$ cat src/design/opwfd_pkg.sv
// ----------------------------------------------------------------------------
// OOK pulse-width frame decoder package
// Shared types, register indexes, status codes and reset values.
// ----------------------------------------------------------------------------
package opwfd_pkg;

    localparam int CFG_DATA_W  = 16;
    localparam int CFG_INDEX_W = 3;

    localparam int FIFO_AW    = 2;
    localparam int FIFO_DEPTH = 1 << FIFO_AW;

    // Register indexes on the configuration port.
    localparam logic [CFG_INDEX_W-1:0] REG_PREAMBLE_MIN = 3'd0;
    localparam logic [CFG_INDEX_W-1:0] REG_PREAMBLE_MAX = 3'd1;
    localparam logic [CFG_INDEX_W-1:0] REG_PERIOD_MIN   = 3'd2;
    localparam logic [CFG_INDEX_W-1:0] REG_PERIOD_MAX   = 3'd3;
    localparam logic [CFG_INDEX_W-1:0] REG_MAX_BYTES    = 3'd4;

    localparam logic [14:0] PREAMBLE_MIN_RESET = 15'd2300;
    localparam logic [14:0] PREAMBLE_MAX_RESET = 15'd2600;
    localparam logic [15:0] PERIOD_MIN_RESET   = 16'd800;
    localparam logic [15:0] PERIOD_MAX_RESET   = 16'd1100;
    localparam logic [7:0]  MAX_BYTES_RESET    = 8'd255;

    // Symbols counted per frame saturate here; fewer than this is a short frame.
    localparam logic [2:0] MIN_SYMBOLS = 3'd4;

    typedef enum logic [2:0] {
        ST_OK          = 3'd0,
        ST_BAD_PERIOD  = 3'd1,
        ST_LIMIT       = 3'd2,
        ST_NO_PREAMBLE = 3'd3,
        ST_SHORT       = 3'd4
    } status_t;

    typedef enum logic {
        KIND_DATA = 1'b0,
        KIND_END  = 1'b1
    } kind_t;

    typedef struct packed {
        logic [14:0] preamble_min;
        logic [14:0] preamble_max;
        logic [15:0] period_min;
        logic [15:0] period_max;
        logic [7:0]  max_bytes;
    } cfg_t;

    typedef struct packed {
        kind_t       kind;
        logic [7:0]  byte_value;
        logic [7:0]  byte_total;
        status_t     status;
        logic        is_last;
    } result_t;

    // Up to two results per symbol; valid1 is only set together with valid0.
    typedef struct packed {
        logic    valid0;
        logic    valid1;
        result_t res0;
        result_t res1;
    } push_t;

endpackage

$ cat src/design/opwfd_decode.sv
// ----------------------------------------------------------------------------
// OOK pulse-width frame decoder: symbol decode
// Holds the per-frame state and turns one symbol into up to two results.
// ----------------------------------------------------------------------------
module opwfd_decode #(
    parameter int DURATION_BITS = 15
) (
    input  logic                     clk,
    input  logic                     rst_n,
    input  opwfd_pkg::cfg_t          cfg,
    input  logic                     step,
    input  logic                     first_level,
    input  logic [DURATION_BITS-1:0] first_duration,
    input  logic [DURATION_BITS-1:0] second_duration,
    input  logic                     frame_last,
    output opwfd_pkg::push_t         push
);
    import opwfd_pkg::*;

    localparam int PRE_W = (DURATION_BITS > 15) ? DURATION_BITS : 15;
    localparam int SUM_W = DURATION_BITS + 1;
    localparam int PER_W = (SUM_W > 16) ? SUM_W : 16;

    logic [2:0]               symbol_index_reg, symbol_index_next;
    logic [DURATION_BITS-1:0] held_high_reg, held_high_next;
    logic [7:0]               shift_byte_reg, shift_byte_next;
    logic [2:0]               bit_count_reg, bit_count_next;
    logic [7:0]               byte_count_reg, byte_count_next;
    status_t                  stop_code_reg, stop_code_next;

    logic [PRE_W-1:0] d0_pre;
    logic [PRE_W-1:0] pre_min;
    logic [PRE_W-1:0] pre_max;
    logic [SUM_W-1:0] sum;
    logic [PER_W-1:0] sum_ext;
    logic [PER_W-1:0] per_min;
    logic [PER_W-1:0] per_max;
    logic             preamble_ok;
    logic             period_ok;
    logic [7:0]       shifted;
    logic             byte_out;
    logic [2:0]       symbols_seen;
    result_t          data_res;
    result_t          end_res;

    assign d0_pre  = PRE_W'(first_duration);
    assign pre_min = PRE_W'(cfg.preamble_min);
    assign pre_max = PRE_W'(cfg.preamble_max);
    assign sum     = SUM_W'(held_high_reg) + SUM_W'(first_duration);
    assign sum_ext = PER_W'(sum);
    assign per_min = PER_W'(cfg.period_min);
    assign per_max = PER_W'(cfg.period_max);

    assign preamble_ok = !first_level && (d0_pre > pre_min) && (d0_pre < pre_max);
    assign period_ok   = (sum_ext < per_max) && (sum_ext > per_min);
    assign shifted     = {shift_byte_reg[6:0], held_high_reg > first_duration};

    always_comb
    begin
        shift_byte_next = shift_byte_reg;
        bit_count_next  = bit_count_reg;
        byte_count_next = byte_count_reg;
        stop_code_next  = stop_code_reg;
        byte_out        = 1'b0;

        if (stop_code_reg == ST_OK)
        begin
            if (symbol_index_reg == 3'd0)
            begin
                if (!preamble_ok)
                begin
                    stop_code_next = ST_NO_PREAMBLE;
                end
            end
            else if (symbol_index_reg >= 3'd2)
            begin
                if (period_ok)
                begin
                    shift_byte_next = shifted;
                    if (bit_count_reg == 3'd7)
                    begin
                        // A completed byte past the limit is dropped.
                        if (byte_count_reg >= cfg.max_bytes)
                        begin
                            stop_code_next = ST_LIMIT;
                        end
                        else
                        begin
                            byte_count_next = byte_count_reg + 8'd1;
                            byte_out        = 1'b1;
                            shift_byte_next = 8'd0;
                            bit_count_next  = 3'd0;
                        end
                    end
                    else
                    begin
                        bit_count_next = bit_count_reg + 3'd1;
                    end
                end
                else
                begin
                    stop_code_next = ST_BAD_PERIOD;
                end
            end
        end

        symbols_seen = (symbol_index_reg < MIN_SYMBOLS) ? symbol_index_reg + 3'd1
                                                        : symbol_index_reg;
        symbol_index_next = symbols_seen;
        held_high_next    = second_duration;

        data_res.kind       = KIND_DATA;
        data_res.byte_value = shifted;
        data_res.byte_total = byte_count_next;
        data_res.status     = ST_OK;
        data_res.is_last    = 1'b0;

        end_res.kind       = KIND_END;
        end_res.byte_value = 8'd0;
        end_res.is_last    = 1'b1;
        if (symbols_seen < MIN_SYMBOLS)
        begin
            end_res.byte_total = 8'd0;
            end_res.status     = ST_SHORT;
        end
        else
        begin
            end_res.byte_total = byte_count_next;
            end_res.status     = stop_code_next;
        end

        push.valid0 = step && (byte_out || frame_last);
        push.valid1 = step && byte_out && frame_last;
        push.res0   = byte_out ? data_res : end_res;
        push.res1   = end_res;

        if (frame_last)
        begin
            symbol_index_next = 3'd0;
            held_high_next    = '0;
            shift_byte_next   = 8'd0;
            bit_count_next    = 3'd0;
            byte_count_next   = 8'd0;
            stop_code_next    = ST_OK;
        end
    end

    always_ff @(posedge clk or negedge rst_n)
    begin
        if (!rst_n)
        begin
            symbol_index_reg <= 3'd0;
            held_high_reg    <= '0;
            shift_byte_reg   <= 8'd0;
            bit_count_reg    <= 3'd0;
            byte_count_reg   <= 8'd0;
            stop_code_reg    <= ST_OK;
        end
        else if (step)
        begin
            symbol_index_reg <= symbol_index_next;
            held_high_reg    <= held_high_next;
            shift_byte_reg   <= shift_byte_next;
            bit_count_reg    <= bit_count_next;
            byte_count_reg   <= byte_count_next;
            stop_code_reg    <= stop_code_next;
        end
    end

endmodule

$ cat src/design/opwfd_result_fifo.sv
// ----------------------------------------------------------------------------
// OOK pulse-width frame decoder: result queue
// Four-entry queue that takes up to two results per cycle and sends one while out_ready is high.
// ----------------------------------------------------------------------------
module opwfd_result_fifo (
    input  logic                clk,
    input  logic                rst_n,
    input  opwfd_pkg::push_t    push,
    output logic                room,
    output logic                out_valid,
    input  logic                out_ready,
    output opwfd_pkg::result_t  head
);
    import opwfd_pkg::*;

    result_t              mem [FIFO_DEPTH];
    logic [FIFO_AW-1:0]   wr_ptr_reg, wr_ptr_next;
    logic [FIFO_AW-1:0]   rd_ptr_reg, rd_ptr_next;
    logic [FIFO_AW:0]     count_reg, count_next;
    logic [1:0]           push_count;
    logic                 pop;

    assign push_count = {1'b0, push.valid0} + {1'b0, push.valid1};
    assign out_valid  = (count_reg != '0);
    assign pop        = out_valid && out_ready;
    assign room       = (count_reg <= (FIFO_AW+1)'(FIFO_DEPTH - 2));
    assign head       = mem[rd_ptr_reg];

    assign wr_ptr_next = wr_ptr_reg + FIFO_AW'(push_count);
    assign rd_ptr_next = rd_ptr_reg + FIFO_AW'(pop);
    assign count_next  = count_reg + (FIFO_AW+1)'(push_count) - (FIFO_AW+1)'(pop);

    always_ff @(posedge clk)
    begin
        if (push.valid0)
        begin
            mem[wr_ptr_reg] <= push.res0;
        end
        if (push.valid1)
        begin
            mem[wr_ptr_reg + FIFO_AW'(1)] <= push.res1;
        end
    end

    always_ff @(posedge clk or negedge rst_n)
    begin
        if (!rst_n)
        begin
            wr_ptr_reg <= '0;
            rd_ptr_reg <= '0;
            count_reg  <= '0;
        end
        else
        begin
            wr_ptr_reg <= wr_ptr_next;
            rd_ptr_reg <= rd_ptr_next;
            count_reg  <= count_next;
        end
    end

endmodule

$ cat src/design/ook_pulse_width_frame_decoder.sv
// ----------------------------------------------------------------------------
// OOK pulse-width frame decoder
// Decodes captured on-off-keyed pulse symbols into data bytes and frame reports.
// ----------------------------------------------------------------------------
// The block takes one captured symbol per clock cycle. A symbol sits in an
// input register until the queue has room, is decoded by the frame state
// logic, and its results (a data byte, an end-of-frame report, or both on a
// frame's last symbol) are registered in a four-entry result queue, from
// which they are offered on the output in order. The output sends one result
// per cycle while out_ready is high; a symbol waits in the input register
// only while the queue has fewer than two free entries, so the sustained rate
// is one symbol per cycle as long as the consumer takes results at least as
// fast as they are made.
module ook_pulse_width_frame_decoder #(
    parameter int DURATION_BITS = 15
) (
    input  logic                              clk,
    input  logic                              rst_n,
    input  logic                              cfg_write,
    input  logic [opwfd_pkg::CFG_INDEX_W-1:0] cfg_index,
    input  logic [opwfd_pkg::CFG_DATA_W-1:0]  cfg_data,
    input  logic                              in_valid,
    output logic                              in_ready,
    input  logic                              first_level,
    input  logic [DURATION_BITS-1:0]          first_duration,
    input  logic [DURATION_BITS-1:0]          second_duration,
    input  logic                              frame_last,
    output logic                              out_valid,
    input  logic                              out_ready,
    output logic                              kind,
    output logic [7:0]                        byte_value,
    output logic [7:0]                        byte_total,
    output logic [2:0]                        status,
    output logic                              is_last
);
    import opwfd_pkg::*;

    cfg_t                     cfg_reg;
    logic                     in_valid_reg;
    logic                     level_reg;
    logic [DURATION_BITS-1:0] d0_reg;
    logic [DURATION_BITS-1:0] d1_reg;
    logic                     last_reg;
    logic                     room;
    logic                     step;
    push_t                    push;
    result_t                  head;

    always_ff @(posedge clk or negedge rst_n)
    begin
        if (!rst_n)
        begin
            cfg_reg.preamble_min <= PREAMBLE_MIN_RESET;
            cfg_reg.preamble_max <= PREAMBLE_MAX_RESET;
            cfg_reg.period_min   <= PERIOD_MIN_RESET;
            cfg_reg.period_max   <= PERIOD_MAX_RESET;
            cfg_reg.max_bytes    <= MAX_BYTES_RESET;
        end
        else if (cfg_write)
        begin
            case (cfg_index)
                REG_PREAMBLE_MIN: cfg_reg.preamble_min <= cfg_data[14:0];
                REG_PREAMBLE_MAX: cfg_reg.preamble_max <= cfg_data[14:0];
                REG_PERIOD_MIN:   cfg_reg.period_min   <= cfg_data;
                REG_PERIOD_MAX:   cfg_reg.period_max   <= cfg_data;
                REG_MAX_BYTES:    cfg_reg.max_bytes    <= cfg_data[7:0];
                default:          ;
            endcase
        end
    end

    // The held symbol is decoded once the queue can take both of its results.
    assign step     = in_valid_reg && room;
    assign in_ready = !in_valid_reg || step;

    always_ff @(posedge clk or negedge rst_n)
    begin
        if (!rst_n)
        begin
            in_valid_reg <= 1'b0;
        end
        else if (in_ready)
        begin
            in_valid_reg <= in_valid;
        end
    end

    always_ff @(posedge clk)
    begin
        if (in_ready && in_valid)
        begin
            level_reg <= first_level;
            d0_reg    <= first_duration;
            d1_reg    <= second_duration;
            last_reg  <= frame_last;
        end
    end

    opwfd_decode #(
        .DURATION_BITS (DURATION_BITS)
    ) u_decode (
        .clk             (clk),
        .rst_n           (rst_n),
        .cfg             (cfg_reg),
        .step            (step),
        .first_level     (level_reg),
        .first_duration  (d0_reg),
        .second_duration (d1_reg),
        .frame_last      (last_reg),
        .push            (push)
    );

    opwfd_result_fifo u_result_fifo (
        .clk       (clk),
        .rst_n     (rst_n),
        .push      (push),
        .room      (room),
        .out_valid (out_valid),
        .out_ready (out_ready),
        .head      (head)
    );

    assign kind       = head.kind;
    assign byte_value = head.byte_value;
    assign byte_total = head.byte_total;
    assign status     = head.status;
    assign is_last    = head.is_last;

endmodule

$ cat config.mk
export PLATFORM = sky130hd
export DESIGN_NAME = ook_pulse_width_frame_decoder
export DESIGN_NICKNAME = d
export VERILOG_FILES = /design/src/design/opwfd_pkg.sv /design/src/design/opwfd_decode.sv /design/src/design/opwfd_result_fifo.sv /design/src/design/ook_pulse_width_frame_decoder.sv
export SDC_FILE = /design/constraint.sdc
export NUM_CORES = 1
export LEC_CHECK = 0
export ABC_AREA = 1
export BUFFER_PORTS_ARGS = -buffer_cell sky130_fd_sc_hd__buf_2
export CORE_AREA = 2 2 134 169
export CTS_BUF_LIST = sky130_fd_sc_hd__clkbuf_16
export DETAILED_ROUTE_END_ITERATION = 10
export DIE_AREA = 0 0 136 171
export PLACE_DENSITY = 0.8
export SYNTH_ARGS = -nofsm -noshare
export SYNTH_HDL_FRONTEND = slang
export SYNTH_SLANG_ARGS = --single-unit
export TNS_END_PERCENT = 30
$ cat constraint.sdc
create_clock -name clk -period 11.35 [get_ports clk]
set_input_delay 1.7025 -clock clk [delete_from_list [all_inputs] [get_ports clk]]
set_output_delay 1.7025 -clock clk [all_outputs]
set_load 0.01 [all_outputs]
# Yosys cells after proc, flatten, opt, wreduce, memory -nomap -nowiden
# Memories as Yosys holds them, arrays and structs flattened.
# Cells that the tools add are included.
[word_totals]
ramBits = 84
out_inout_bits = 23
register_bits = 149
input_bits = 56
elab_cells = 118
mem_count = 1
[memory_table]
columns = ["name", "depth", "width", "rd", "rd_ports_with_merged_regs", "wr", "line", "source"]
rows = [
  ["u_result_fifo.mem", 4, 21, 1, 0, 2, "opwfd_result_fifo.sv:16", "result_t mem [FIFO_DEPTH];"],
]
[op_classes]
n_eq_ne = 7
n_lt_le_gt_ge = 10
reduce_logical = 27
n_addsub = 10
n_mux = 44
[op_table]
columns = ["cell", "count"]
rows = [
  ["$mux W8", 7],
  ["$mux W3", 17],
  ["$mux W7", 7],
  ["$gt A15 B15 Y1", 2],
  ["$mux W21", 1],
  ["$add A15 B15 Y16", 1],
  ["$gt A16 B16 Y1", 1],
  ["$lt A16 B16 Y1", 1],
  ["$lt A15 B15 Y1", 1],
  ["$mux W15", 1],
  ["$mux W11", 1],
  ["$mux W1", 10],
  ["$reduce_and A2 Y1", 5],
  ["$logic_and A1 B1 Y1", 9],
  ["$logic_not A3 Y1", 3],
  ["$add A8 B1 Y8 const B", 1],
  ["$ge A8 B8 Y1", 1],
  ["$add A3 B1 Y3 const B", 2],
  ["$eq A3 B2 Y1 const B", 2],
  ["$eq A3 B3 Y1 const B", 2],
  ["$lt A3 B3 Y1 const B", 2],
  ["$reduce_and A6 Y1", 1],
  ["$reduce_bool A2 Y1", 3],
  ["$reduce_and A5 Y1", 1],
  ["other kinds (14)", 16],
]

# Longest topological paths before layout
# Gate-level depths: netlist (run 1).
[depth]
depth_word = 12
mapped_depth = 31
ltp_nobuf = 29

# Modules after synthesis
# From an unflattened synthesis (run 1), not the netlist that was laid out.
[hier_totals]
hier_cells = 1756
hier_area_um2 = 14197.4
[modules_own_cells]
columns = ["mod", "cells_each", "seq_area_each_um2", "instances", "area_per_inst_um2"]
rows = [
  ["opwfd_result_fifo", 668, 2697.6, 1, 5247.5],
  ["opwfd_decode", 735, 975.9, 1, 5068.6],
  ["ook_pulse_width_frame_decoder", 353, 2770.2, 1, 3881.2],
]

# Worst setup path after synthesis (run 1)
# OpenSTA, ideal clock, no wires.
[synth_path]
path_type = "register to register"
from = "register d0_reg[0]"
to = "register u_result_fifo.count_reg[2]"
slack_ns = 6.851
stages_incl_launch_ff = 30
path_buffers = 1
required_time_ns = 11.227
setup_time_ns = 0.123
period_less_slack_ns = 4.499
t_arrival_ns = 4.377
path_cell_list = "edfxtp_1 -> ha_1 -> inv_1 -> fa_1 -> o31ai_1 -> nand4_1 -> nand3_1 -> nand2_1 -> nand2_1 -> a21oi_1 -> xor2_1 -> ha_1 -> nand2_1 -> nor2_1 -> nand2_1 -> inv_1 -> nand2_1 -> nand2_1 -> nor2_1 -> nand3_4 -> inv_2 -> nand3_4 -> nand2_4 -> buf_2 -> ha_1 -> inv_1 -> ha_1 -> inv_1 -> fa_1 -> xnor2_1"
[synth_between]
elab_chain_cells = 12
elab_cells_between_ends = 15
cone_classes = "add/sub: 4; order compare: 2; mux: 4; reduce/logical: 5"
[synth_rtl]
columns = ["item", "line", "source"]
rows = [
  ["from (decl)", "ook_pulse_width_frame_decoder.sv:41", "logic [DURATION_BITS-1:0] d0_reg;"],
  ["from (signal assigned)", "ook_pulse_width_frame_decoder.sv:93", "d0_reg <= first_duration;"],
  ["$add A15 B15 Y16 *", "opwfd_decode.sv:49", "assign sum = SUM_W'(held_high_reg) + SUM_W'(first_duration);"],
  ["$lt A16 B16 Y1 or $gt A16 B16 Y1 (tied branches)", "opwfd_decode.sv:55", "assign period_ok = (sum_ext < per_max) && (sum_ext > per_min);"],
  ["$logic_and A1 B1 Y1 *", "opwfd_decode.sv:55", ""],
  ["$mux W1 *", "opwfd_decode.sv:77", "if (period_ok)"],
  ["$mux W1 *", "opwfd_decode.sv:75", "else if (symbol_index_reg >= 3'd2)"],
  ["$mux W1 *", "opwfd_decode.sv:68", "if (symbol_index_reg == 3'd0)"],
  ["$mux W1 *", "opwfd_decode.sv:66", "if (stop_code_reg == ST_OK)"],
  ["$logic_or A1 B1 Y1 or $logic_and A1 B1 Y1 (tied branches)", "opwfd_decode.sv:132, opwfd_decode.sv:133", ""],
  ["$logic_and A1 B1 Y1, on equally long branches", "opwfd_decode.sv:132, opwfd_decode.sv:133", ""],
  ["$add A1 B1 Y2 *", "opwfd_result_fifo.sv:23", "assign push_count = {1'b0, push.valid0} + {1'b0, push.valid1};"],
  ["$add A3 B2 Y3 *", "opwfd_result_fifo.sv:31", "assign count_next = count_reg + (FIFO_AW+1)'(push_count) - (FIFO_AW+1)'(pop);"],
  ["$sub A3 B1 Y3 *", "opwfd_result_fifo.sv:31", ""],
  ["net u_result_fifo.count_next[2]", "opwfd_result_fifo.sv:19", "logic [FIFO_AW:0] count_reg, count_next;"],
  ["to (signal assigned)", "opwfd_result_fifo.sv:57", "count_reg <= count_next;"],
  ["to (decl)", "opwfd_result_fifo.sv:19", ""],
]
# The timed path passes the listed nets; every way through them passes the cells marked *.
# A chain may end at the register's enable or synchronous reset.

# Worst setup path in the final report (run 1)
# Ends and elaborated chain as after synthesis.

==> results by group, run 1 <==
Timing
  – Setup repair after global routing missed its margin: no
  – Maximum clock skew at final layout: 0.0130 ns
  – Time the final worst path needs with I/O delays and setup: 5.20 ns
  – Final Cycle Share: 0.458
  – Final setup vio count: 0
  – Highest attainable clock frequency: 192 MHz
  – Transition time at the pin with the least slew margin: 1.21 ns
  – Sum Neg Setup Slack: 0 ns
  – Max-slew headroom at the worst pin: 0.195
  – Hold Vio Cnt, Final: 0
  – Slew Limit Fails: 0
  – Worst-case setup margin in the final layout: 6.15 ns

Critical path
  – Critical Path Sink Type: flop
  – Cell count of the worst reg-to-reg path: 28
  – Register-to-register setup slack: 6.15 ns
  – Kind of cell adding the most delay to the critical path: simple AND/OR/NAND/NOR gates
  – Slowest Stage Delay on Critical Path: 0.47 ns
  – Crit path top cell by count: sky130_fd_sc_hd__nand2_1
  – Number of buffer and inverter stages on the critical path: 5
  – Launching element of the worst setup path: d0_reg[0]$_DFFE_PP_
  – Crit Reg-Reg Startpoint: d0_reg[0]$_DFFE_PP_
  – Setup CP Type: reg -> reg
  – CP Data Arrival Time: 5.61 ns
  – Maximum net fanout on the critical path: 12
  – CP startpoint kind: flop
  – Library cell contributing the largest single delay on the critical path: sky130_fd_sc_hd__o31ai_1
  – Number of cells on the critical path: 28
  – Worst EP required: 11.77 ns

Floorplanning
  – Die area: 23300 µm²
  – IO Pins: 79
  – CORE AREA: 21800 µm²
  – Initial Util: 0.586
  – Num rows: 61
  – Die width: 136 µm
  – Die Y: 171 µm

Synth
  – Most used flip-flop cell after synthesis: sky130_fd_sc_hd__dfrtp_1
  – Number of enable-type register cells in the synthesized netlist: 76
  – Register bit total from synthesis: 229
  – Gate count of the mapped netlist: 1545
  – Mean cell area of the mapped netlist: 8.27 µm²
  – Share of the synthesized area in the top cell type: 0.179
  – Post-synthesis cell type with the largest combined area: sky130_fd_sc_hd__edfxtp_1
  – Post-synth design cell area: 12800 µm²
  – Part of the Yosys area used for sequential elements: 0.466
  – Number of different library cells in the post-synthesis netlist: 45
  – Synthesized netlist net count: 1712
  – Number of warnings reported in the yosys synthesis log: 0
  – Share of flip-flops with an asynchronous set or reset after synthesis: 0.511
  – Main area contributors after synthesis: sky130_fd_sc_hd__edfxtp_1, sky130_fd_sc_hd__dfrtp_1, sky130_fd_sc_hd__ha_1

Clock tree
  – TritonCTS clock tree: built
  – Clock Root Buffer: sky130_fd_sc_hd__clkbuf_16
  – Number of sinks driven by the clock tree: 229
  – Clock latency on the worst-skew pair: 0.53 ns
  – Count of buffers added by post-CTS timing repair for setup: 0
  – Number of buffers added by the clock tree synthesis step: 23
  – Number of cells upsized or downsized after cts: 0
  – CTS HTree Levels: 1
  – Clock Tree Buf Depth: 3
  – Quantity of hold-fixing buffers added after cts: 0
  – CTS clock-pin slew for the worst setup and hold paths: 0.06 ns

Power
  – Switching share of power: 0.410
  – Internal power component: 2.10 mW
  – Power Dens Cells: 251 nW/µm²
  – Portion of total power attributed to the clock network: 0.231
  – Part of the power in combinational logic: 0.423
  – Worst IR Drop VDD: 159 µV
  – LEAKAGE: 7.02 nW
  – Sequential fraction of design power: 0.346
  – Switching power of the nets: 1.46 mW
  – Total power draw: 3.56 mW

GRT
  – Total global-route track usage: 0.271
  – GRT Residual Overflow: 0
  – Global-route wire length before repair: 49800 µm
  – Number of global-route vias before repair: 10200
  – Largest net degree at the start of global routing: 80
  – Initial antenna violation count: 0

Place
  – Total placed cells including tap cells: 1866
  – Post-Place Worst Slack: 6.19 ns
  – Placement Cell Area: 13400 µm²
  – DPL Wire Length: 23000 µm
  – Quantity of I/O buffers inserted on ports: 78
  – GPL Wtd Cong: 0.939

Routing
  – Detail-routed net length per standard cell: 16.1 µm
  – Detailed Route WL: 30800 µm
  – Total vias in the final route: 10400
  – Remaining antenna violation count after routing: 0
  – DRC Markers: 0
  – Pre-antenna DRT Iters: 5
  – Average via count per standard cell: 5.43
  – Number of DRC violations after detailed-routing iteration 0: 607

Layout
  – Count of inserted antenna diode cells: 0
  – Design area: 14200 µm²
  – Share of layout cells above drive strength 1: 0.110
  – Max FFs per register: 80
  – Nets@finish: 1775
  – Filler cells: 1863
  – Layout overhead on the synthesized area: 11.0%
  – Final Instance Count excl. Fillers: 1908

Min path
  – HP Class: reg -> reg
  – Launch instance of the worst min-delay path: d1_reg[12]$_DFFE_PP_
  – Number of cells on the worst hold path: 1

Run
  – Max_cap viols: 0

Outcome
  – Result of the run: complete, no violations
[layout make-up]
cell class                      count  area [µm²]  area share
Clock buffer                       23         576      0.0406
Clock inverter                     19         248      0.0175
Inverter                          219         822      0.0579
Multi-Input combinational cell   1053        5810       0.409
Sequential cell                   229        5960       0.420
Tap cell                          283         354      0.0250
Timing Repair Buffer               82         423      0.0298
[placed cells by master, fill, tap and decap left out, types with 5 or more instances in the layout]
cell type,n
sky130_fd_sc_hd__a21oi_1,64
sky130_fd_sc_hd__o22ai_1,26
sky130_fd_sc_hd__nor2_1,170
sky130_fd_sc_hd__nor2_4,5
sky130_fd_sc_hd__nand4_1,18
sky130_fd_sc_hd__buf_2,77
sky130_fd_sc_hd__xor2_1,14
sky130_fd_sc_hd__dfrtp_1,91
sky130_fd_sc_hd__bufinv_16,5
sky130_fd_sc_hd__dfxtp_1,36
sky130_fd_sc_hd__inv_2,5
sky130_fd_sc_hd__clkbuf_16,23
sky130_fd_sc_hd__buf_4,5
sky130_fd_sc_hd__edfxtp_1,76
sky130_fd_sc_hd__o21ai_0,141
sky130_fd_sc_hd__nand2_1,351
sky130_fd_sc_hd__nand3_1,82
sky130_fd_sc_hd__a22o_1,13
sky130_fd_sc_hd__inv_1,214
sky130_fd_sc_hd__nor3_1,9
sky130_fd_sc_hd__dfstp_2,26
sky130_fd_sc_hd__ha_1,109
sky130_fd_sc_hd__nand2_2,9
[layer usage]
layer	part of all wire	wire, µm	GRT usage
met5	0	0	0
met4	0.049	1500	0.127
met3	0.041	1270	0.0305
met2	0.54	16700	0.528
met1	0.37	11300	0.285
[stage by stage]
step / hold slack, ns / util
after floorplan: 0.421 / -
after global placement: 0.443 / 0.612
after detailed placement: 0.452 / 0.612
after CTS: 0.461 / 0.650
after global routing: 0.468 / 0.650
final: 0.459 / 0.650
[synthesized netlist by cell type (14+ instances only)]
library cell / number
sky130_fd_sc_hd__inv_1: 211
sky130_fd_sc_hd__nor2_1: 171
sky130_fd_sc_hd__nand3_1: 82
sky130_fd_sc_hd__dfrtp_1: 91
sky130_fd_sc_hd__o22ai_1: 26
sky130_fd_sc_hd__a21oi_1: 64
sky130_fd_sc_hd__dfxtp_1: 36
sky130_fd_sc_hd__dfstp_2: 26
sky130_fd_sc_hd__nand4_1: 18
sky130_fd_sc_hd__o21ai_0: 141
sky130_fd_sc_hd__nand2_1: 351
sky130_fd_sc_hd__clkbuf_1: 31
sky130_fd_sc_hd__edfxtp_1: 76
sky130_fd_sc_hd__ha_1: 109
sky130_fd_sc_hd__xor2_1: 14
[power by group through the flow]
stage | sequential [mW] | combinational [mW] | clock [mW]
floorplan | 1.18 | 1.13 | 0
global placement | 1.23 | 1.45 | 0
detailed placement | 1.24 | 1.50 | 0
CTS | 1.23 | 1.51 | 0.833
global route | 1.25 | 1.72 | 0.865
finish | 1.23 | 1.51 | 0.822
[cell families after synthesis]
kind of cell | after synthesis | synth area share
flops | 229 | 0.466
simple gates | 660 | 0.218
xor+xnor | 18 | 0.0123
compound gates | 264 | 0.113
buf+inv | 263 | 0.0797
fa+ha+maj | 111 | 0.110
[worst paths after layout]
path | end
max reg2reg | u_result_fifo.count_reg[2]$_DFF_PN0_
min | u_decode.held_high_reg[12]$_DFFE_PN0P_
min reg2reg | u_decode.held_high_reg[12]$_DFFE_PN0P_
max in group asynchronous | cfg_reg[64]$_DFFE_PN0P_
max | u_result_fifo.count_reg[2]$_DFF_PN0_
min in group asynchronous | u_decode.shift_byte_reg[5]$_DFFE_PN0P_
Power figures use the tool's default switching activity.
==> run 2, diff against run 1 <==
Settings changed: ABC_AREA 1 to 0, CORE_AREA 2 2 134 169 to 2 2 130 164, DIE_AREA 0 0 136 171 to 0 0 132 166.
Clock period 11.35 ns to 5.4 ns, I/O delays scaled along.
==> results by group, run 2 <==
Synth
  – Part of the Yosys area used for sequential elements: 0.497
  – Most used flip-flop cell after synthesis: sky130_fd_sc_hd__dfrtp_1
  – Share of the synthesized area in the top cell type: 0.190
  – Gate count of the mapped netlist: 1113
  – Main area contributors after synthesis: sky130_fd_sc_hd__edfxtp_1, sky130_fd_sc_hd__dfrtp_1, sky130_fd_sc_hd__ha_1
  – Post-synthesis cell type with the largest combined area: sky130_fd_sc_hd__edfxtp_1
  – Number of different library cells in the post-synthesis netlist: 79
  – Most instantiated cells after synthesis: sky130_fd_sc_hd__nand2_1, sky130_fd_sc_hd__ha_1, sky130_fd_sc_hd__inv_1, sky130_fd_sc_hd__dfrtp_1, sky130_fd_sc_hd__o21ai_0
  – Number of warnings reported in the yosys synthesis log: 0
  – Register bit total from synthesis: 229
  – Mean cell area of the mapped netlist: 10.8 µm²
  – Most common cell in the synthesized netlist: sky130_fd_sc_hd__nand2_1
  – Number of enable-type register cells in the synthesized netlist: 76
  – Post-synth design cell area: 12000 µm²
  – Synthesized netlist net count: 1280
  – Share of flip-flops with an asynchronous set or reset after synthesis: 0.511

Routing
  – Detailed Route WL: 27000 µm
  – Pre-antenna DRT Iters: 5
  – Total vias in the final route: 8696
  – Detail-routed net length per standard cell: 18.1 µm
  – Number of DRC violations after detailed-routing iteration 0: 627
  – Remaining antenna violation count after routing: 0
  – DRC Markers: 0
  – Average via count per standard cell: 5.84

Critical path
  – Critical Path Sink Type: flop
  – Worst EP required: 5.79 ns
  – Crit Reg-Reg Startpoint: d0_reg[3]$_DFFE_PP_
  – Launching element of the worst setup path: d0_reg[3]$_DFFE_PP_
  – Critical path, cell by cell: inv_1 -> ha_2 -> nor2b_1 -> o21bai_1 -> a31oi_1 -> a221oi_2 -> o21ai_0 -> a21oi_1 -> o21bai_1 -> xnor2_1 -> ha_1 -> a21o_1 -> a21o_1 -> a221o_1 -> clkinv_1 -> nand3_2 -> or3_1 -> nor2_1 -> ha_1 -> inv_1 -> ha_1 -> inv_1 -> fa_1 -> xnor2_1
  – Slowest Stage Delay on Critical Path: 0.43 ns
  – CP startpoint kind: flop
  – CP Data Arrival Time: 5.52 ns
  – Kind of cell adding the most delay to the critical path: compound AO/OA/AOI/OAI gates
  – Number of buffer and inverter stages on the critical path: 4
  – Maximum net fanout on the critical path: 6
  – Library cell contributing the largest single delay on the critical path: sky130_fd_sc_hd__fa_1
  – Setup CP Type: reg -> reg

Place
  – GPL Wtd Cong: 0.912
  – DPL Wire Length: 19600 µm
  – Quantity of I/O buffers inserted on ports: 78

Clock tree
  – TritonCTS clock tree: built
  – Clock latency on the worst-skew pair: 0.52 ns
  – Quantity of hold-fixing buffers added after cts: 0
  – Clock Tree Buf Depth: 3
  – Clock Root Buffer: sky130_fd_sc_hd__clkbuf_16
  – Number of buffers added by the clock tree synthesis step: 25
  – CTS HTree Levels: 1
  – Number of sinks driven by the clock tree: 229
  – CTS clock-pin slew for the worst setup and hold paths: 0.06 ns

Power
  – LEAKAGE: 5.92 nW
  – Total power draw: 6.74 mW
  – Power Dens Cells: 496 nW/µm²
  – Worst IR Drop VDD: 336 µV

Min path
  – HP Class: in -> async

Layout
  – Most common cell after layout, fill and taps aside: sky130_fd_sc_hd__nand2_1
  – Filler cells: 1573
  – Layout overhead on the synthesized area: 13.3%
  – Share of layout cells above drive strength 1: 0.185
  – Count of inserted antenna diode cells: 0
  – Most frequent cells in the layout: sky130_fd_sc_hd__nand2_1, sky130_fd_sc_hd__inv_1, sky130_fd_sc_hd__ha_1
  – Max FFs per register: 80
  – Nets@finish: 1363

GRT
  – Total global-route track usage: 0.248
  – GRT Residual Overflow: 0
  – Number of global-route vias before repair: 8901
  – Global-route wire length before repair: 44000 µm
  – Initial antenna violation count: 0
  – Largest net degree at the start of global routing: 65

Floorplanning
  – IO Pins: 79
  – CORE AREA: 20400 µm²
  – Initial Util: 0.586
  – Die Y: 166 µm
  – Die area: 21900 µm²
  – Num rows: 59
  – Die width: 132 µm

Timing
  – Hold Vio Cnt, Final: 0
  – Max-slew headroom at the worst pin: 0.254
  – Final Cycle Share: 0.950
  – Sum Neg Setup Slack: 0 ns
  – Time the final worst path needs with I/O delays and setup: 5.13 ns
  – Highest attainable clock frequency: 195 MHz
  – Transition time at the pin with the least slew margin: 1.12 ns
  – Setup repair after global routing missed its margin: yes
  – Slew Limit Fails: 0
  – Maximum clock skew at final layout: 0.0167 ns
  – Final setup vio count: 0
  – Tightest hold margin: 0.391 ns

Run
  – Max_cap viols: 0

Outcome
  – Result of the run: complete, no violations
run 2: changes by cell type in the layout (fill, tap and decap cells not counted), sizes merged, moves of 28 or more:
| cell | previous run | this run |
|---|---|---|
| nand2 | 363 | 113 |
| inv | 221 | 116 |
| a21oi | 67 | 31 |
| o21ai | 142 | 96 |
| a22o | 13 | 41 |
| nor2 | 179 | 78 |
| nand3 | 84 | 19 |
run 2: worst paths after layout:
kind,to,slack (ns),cells past startpoint
max in group asynchronous,cfg_reg[27]$_DFFE_PN0P_,3.83,2
hold / removal,u_decode.held_high_reg[14]$_DFFE_PN0P_,0.39,1
setup / recovery,u_result_fifo.count_reg[2]$_DFF_PN0_,0.27,24
min in group clk,last_reg$_DFFE_PP_,0.47,1
setup reg to reg,u_result_fifo.count_reg[2]$_DFF_PN0_,0.27,24
hold reg to reg,u_result_fifo.mem[2][0]$_SDFFE_PP1P_,0.47,2
run 2: cell families (layout without fill, tap and decap cells):
group	after synthesis	count (layout)	synth area share
simple gates	309	309	0.123
compound gates	245	245	0.136
flops	229	229	0.497
buf+inv	150	251	0.0483
fa+ha+maj	112	112	0.118
mux	43	43	0.0590
xor+xnor	25	25	0.0183
run 2: area by class of cell:
| type | count | area, µm² | area share |
|---|---|---|---|
| well taps | 274 | 343 | 0.0252 |
| inverters | 111 | 417 | 0.0307 |
| clock inverters | 19 | 178 | 0.0131 |
| repair buffers | 95 | 520 | 0.0383 |
| flip-flops and latches | 229 | 5960 | 0.439 |
| clock buffers | 26 | 651 | 0.0479 |
| multi-input cells | 734 | 5520 | 0.406 |
run 2: per-stage QoR:
step	util	instance area [µm²]	std cells	setup WS, ns
finish	0.665	13600	1488	0.272
global route	0.665	13600	1488	-0.125
CTS	0.661	13500	1486	0.00256
detailed placement	0.620	12700	1441	0.0364
global placement	0.620	12700	1441	0.210
floorplan	-	12000	1113	0.212
run 2: power breakdown:
group | switching [mW] | internal, mW
Clock | 0.686 | 1.02
Combinational | 1.54 | 1.05
Sequential | 0.286 | 2.16
Total | 2.51 | 4.23
run 2: per-layer routing:
metal  share of wire  track usage  wire, µm  vias up
met2            0.53        0.459     14200      281
li1                -            -         -     4149
met4           0.053        0.127      1430        0
met5               0            0         0        -
met3           0.046       0.0272      1230       93
met1            0.38        0.281     10100     4173
run 2: timing repair:
| action | in CTS | in global routing |
|---|---|---|
| setup endpoints to repair | 0 | 115 |
| resized for setup | 0 | 12 |
| buffers inserted | 0 | 2 |
==> run 3, diff against run 2 <==
Settings changed: CORE_AREA 2 2 130 164 to 2 2 136 171, DIE_AREA 0 0 132 166 to 0 0 138 173, PLACE_DENSITY 0.8 to 0.74.
==> results by group, run 3 (synthesis results as in run 2) <==
Layout
  – Most frequent cells in the layout: sky130_fd_sc_hd__nand2_1, sky130_fd_sc_hd__inv_1, sky130_fd_sc_hd__ha_1
  – Multi-input logic area: 5540 µm²
  – Reg area: 5960 µm²
  – Max FFs per register: 80
  – Layout overhead on the synthesized area: 13.5%
  – Most common cell after layout, fill and taps aside: sky130_fd_sc_hd__nand2_1
  – Share of layout cells above drive strength 1: 0.186
  – Filler cells: 1821
  – Nets@finish: 1367
  – Count of inserted antenna diode cells: 0

Critical path
  – Setup CP Type: reg -> reg
  – Critical Path Sink Type: flop
  – CP Data Arrival Time: 5.52 ns
  – Critical register-to-register path endpoint: u_result_fifo.count_reg[2]$_DFF_PN0_
  – Crit Reg-Reg Startpoint: d0_reg[0]$_DFFE_PP_
  – Maximum net fanout on the critical path: 4
  – Worst EP required: 5.80 ns
  – Cell count of the worst reg-to-reg path: 24
  – Register-to-register setup slack: 0.29 ns
  – CP startpoint kind: flop

Power
  – Total power draw: 6.66 mW
  – Worst IR Drop VDD: 335 µV
  – LEAKAGE: 5.93 nW
  – Power Dens Cells: 489 nW/µm²

Timing
  – Highest attainable clock frequency: 196 MHz
  – Transition time at the pin with the least slew margin: 1.00 ns
  – Final Cycle Share: 0.947
  – Tightest hold margin: 0.355 ns
  – Max-slew headroom at the worst pin: 0.330
  – Maximum clock skew at final layout: 0.0103 ns
  – Hold Vio Cnt, Final: 0
  – Time the final worst path needs with I/O delays and setup: 5.11 ns
  – Slew Limit Fails: 0
  – Final setup vio count: 0

Routing
  – WL met1: 10700 µm
  – Detailed route wirelength on metal2: 14400 µm
  – Wire length on met3: 1150 µm
  – Number of DRC violations after detailed-routing iteration 0: 483
  – Top routing layer in use: met4
  – Remaining antenna violation count after routing: 0
  – Average via count per standard cell: 5.73
  – Total vias in the final route: 8592
  – DRC Markers: 0
  – Pre-antenna DRT Iters: 5
  – Detail-routed net length per standard cell: 18.2 µm
  – Detailed Route WL: 27300 µm

Outcome
  – Result of the run: complete, no violations

Clock tree
  – Clock latency on the worst-skew pair: 0.52 ns
  – CTS clock-pin slew for the worst setup and hold paths: 0.06 ns
  – CTS HTree Levels: 1
  – Quantity of hold-fixing buffers added after cts: 0
  – TritonCTS clock tree: built
  – Number of buffers added by the clock tree synthesis step: 24
  – Clock Tree Buf Depth: 3
  – Clock Root Buffer: sky130_fd_sc_hd__clkbuf_16
  – Number of sinks driven by the clock tree: 229

Place
  – GPL Wtd Cong: 0.913
  – DPL Wire Length: 20100 µm
  – Quantity of I/O buffers inserted on ports: 78

GRT
  – Number of global-route vias before repair: 8869
  – Global-route wire length before repair: 44400 µm
  – Largest net degree at the start of global routing: 61
  – Initial antenna violation count: 0
  – Total global-route track usage: 0.228
  – GRT Residual Overflow: 0

Min path
  – HP Class: in -> async

Floorplanning
  – Die Y: 173 µm
  – Initial Util: 0.542
  – Num rows: 61
  – Die width: 138 µm
  – IO Pins: 79
  – Die area: 23900 µm²
  – CORE AREA: 22100 µm²

Run
  – Max_cap viols: 0
run 3: cell types whose count changed in the layout (fill, tap and decap cells not counted), sizes merged:
| cell | delta |
|---|---|
| buf | +5 |
| clkbuf | -1 |
| clkinv | +1 |
| clkinvlp | -1 |
| inv | -1 |
run 3: worst max path at each step:
stage	startpoint	end	slack (ns)	depth (start not counted)
final	d0_reg[0]$_DFFE_PP_	u_result_fifo.count_reg[2]$_DFF_PN0_	0.29	24
after global routing	d0_reg[3]$_DFFE_PP_	u_result_fifo.count_reg[2]$_DFF_PN0_	-0.05	24
after CTS	d0_reg[0]$_DFFE_PP_	u_result_fifo.count_reg[2]$_DFF_PN0_	0.07	26
after detailed placement	d0_reg[0]$_DFFE_PP_	u_result_fifo.count_reg[2]$_DFF_PN0_	0.10	26
after global placement	d0_reg[0]$_DFFE_PP_	u_result_fifo.count_reg[2]$_DFF_PN0_	0.20	26
after floorplan	d0_reg[0]$_DFFE_PP_	u_result_fifo.count_reg[2]$_DFF_PN0_	0.21	27
run 3: cell type report:
cell class	count	share of cell area
sequential	229	0.438
clock inverter	18	0.0114
clock buffer	25	0.0460
timing repair buffer	100	0.0410
inverter	111	0.0306
multi-input combinational	734	0.407
tap	283	0.0260
run 3: routing by layer:
layer  track usage  up-vias
li1              -     4157
met4        0.0940        0
met1         0.262     4143
met2         0.425      226
met5             0        -
met3        0.0310       66
run 3: critical path, stage by stage, from the launching register on:
cell and delay (ns):
sky130_fd_sc_hd__edfxtp_1 0.37, sky130_fd_sc_hd__ha_1 0.18, sky130_fd_sc_hd__inv_1 0.05, sky130_fd_sc_hd__fa_1 0.40, sky130_fd_sc_hd__o21ba_1 0.20, sky130_fd_sc_hd__nor2_2 0.12, sky130_fd_sc_hd__o31a_1 0.18, sky130_fd_sc_hd__o41ai_2 0.07
sky130_fd_sc_hd__buf_4 0.16, sky130_fd_sc_hd__nor4b_4 0.23, sky130_fd_sc_hd__nor3_2 0.09, sky130_fd_sc_hd__a21oi_1 0.16, sky130_fd_sc_hd__xnor2_1 0.18, sky130_fd_sc_hd__ha_1 0.33, sky130_fd_sc_hd__a21oi_1 0.16, sky130_fd_sc_hd__nand2_1 0.07
sky130_fd_sc_hd__a221oi_1 0.35, sky130_fd_sc_hd__o211ai_2 0.19, sky130_fd_sc_hd__and4_1 0.28, sky130_fd_sc_hd__nor2_4 0.13, sky130_fd_sc_hd__nor2_1 0.06, sky130_fd_sc_hd__ha_1 0.33, sky130_fd_sc_hd__ha_1 0.20, sky130_fd_sc_hd__fa_1 0.37
sky130_fd_sc_hd__xnor2_1 0.13
run 3: timing repair:
item	4_1_cts	5_1_grt
resized for setup	0	15
hold endpoints to repair	0	0
endpoints found under the setup margin	0	61
setup buffers	0	3
run 3: stage by stage:
step	cells	instance area, µm²	utilization	setup slack, ns	setup TNS, ns
after floorplan	1113	12000	-	0.212	0
after global placement	1454	12700	0.575	0.203	0
after detailed placement	1454	12700	0.575	0.101	0
after CTS	1497	13500	0.610	0.0738	0
after global routing	1500	13600	0.615	-0.0534	-0.0534
final	1500	13600	0.615	0.287	0
run 3: where the power goes:
group	internal, mW	switching (mW)	leakage, nW
Sequential	2.16	0.219	2.41
Clock	0.976	0.671	0.400
Combinational	1.05	1.58	3.12
Total	4.19	2.47	5.93
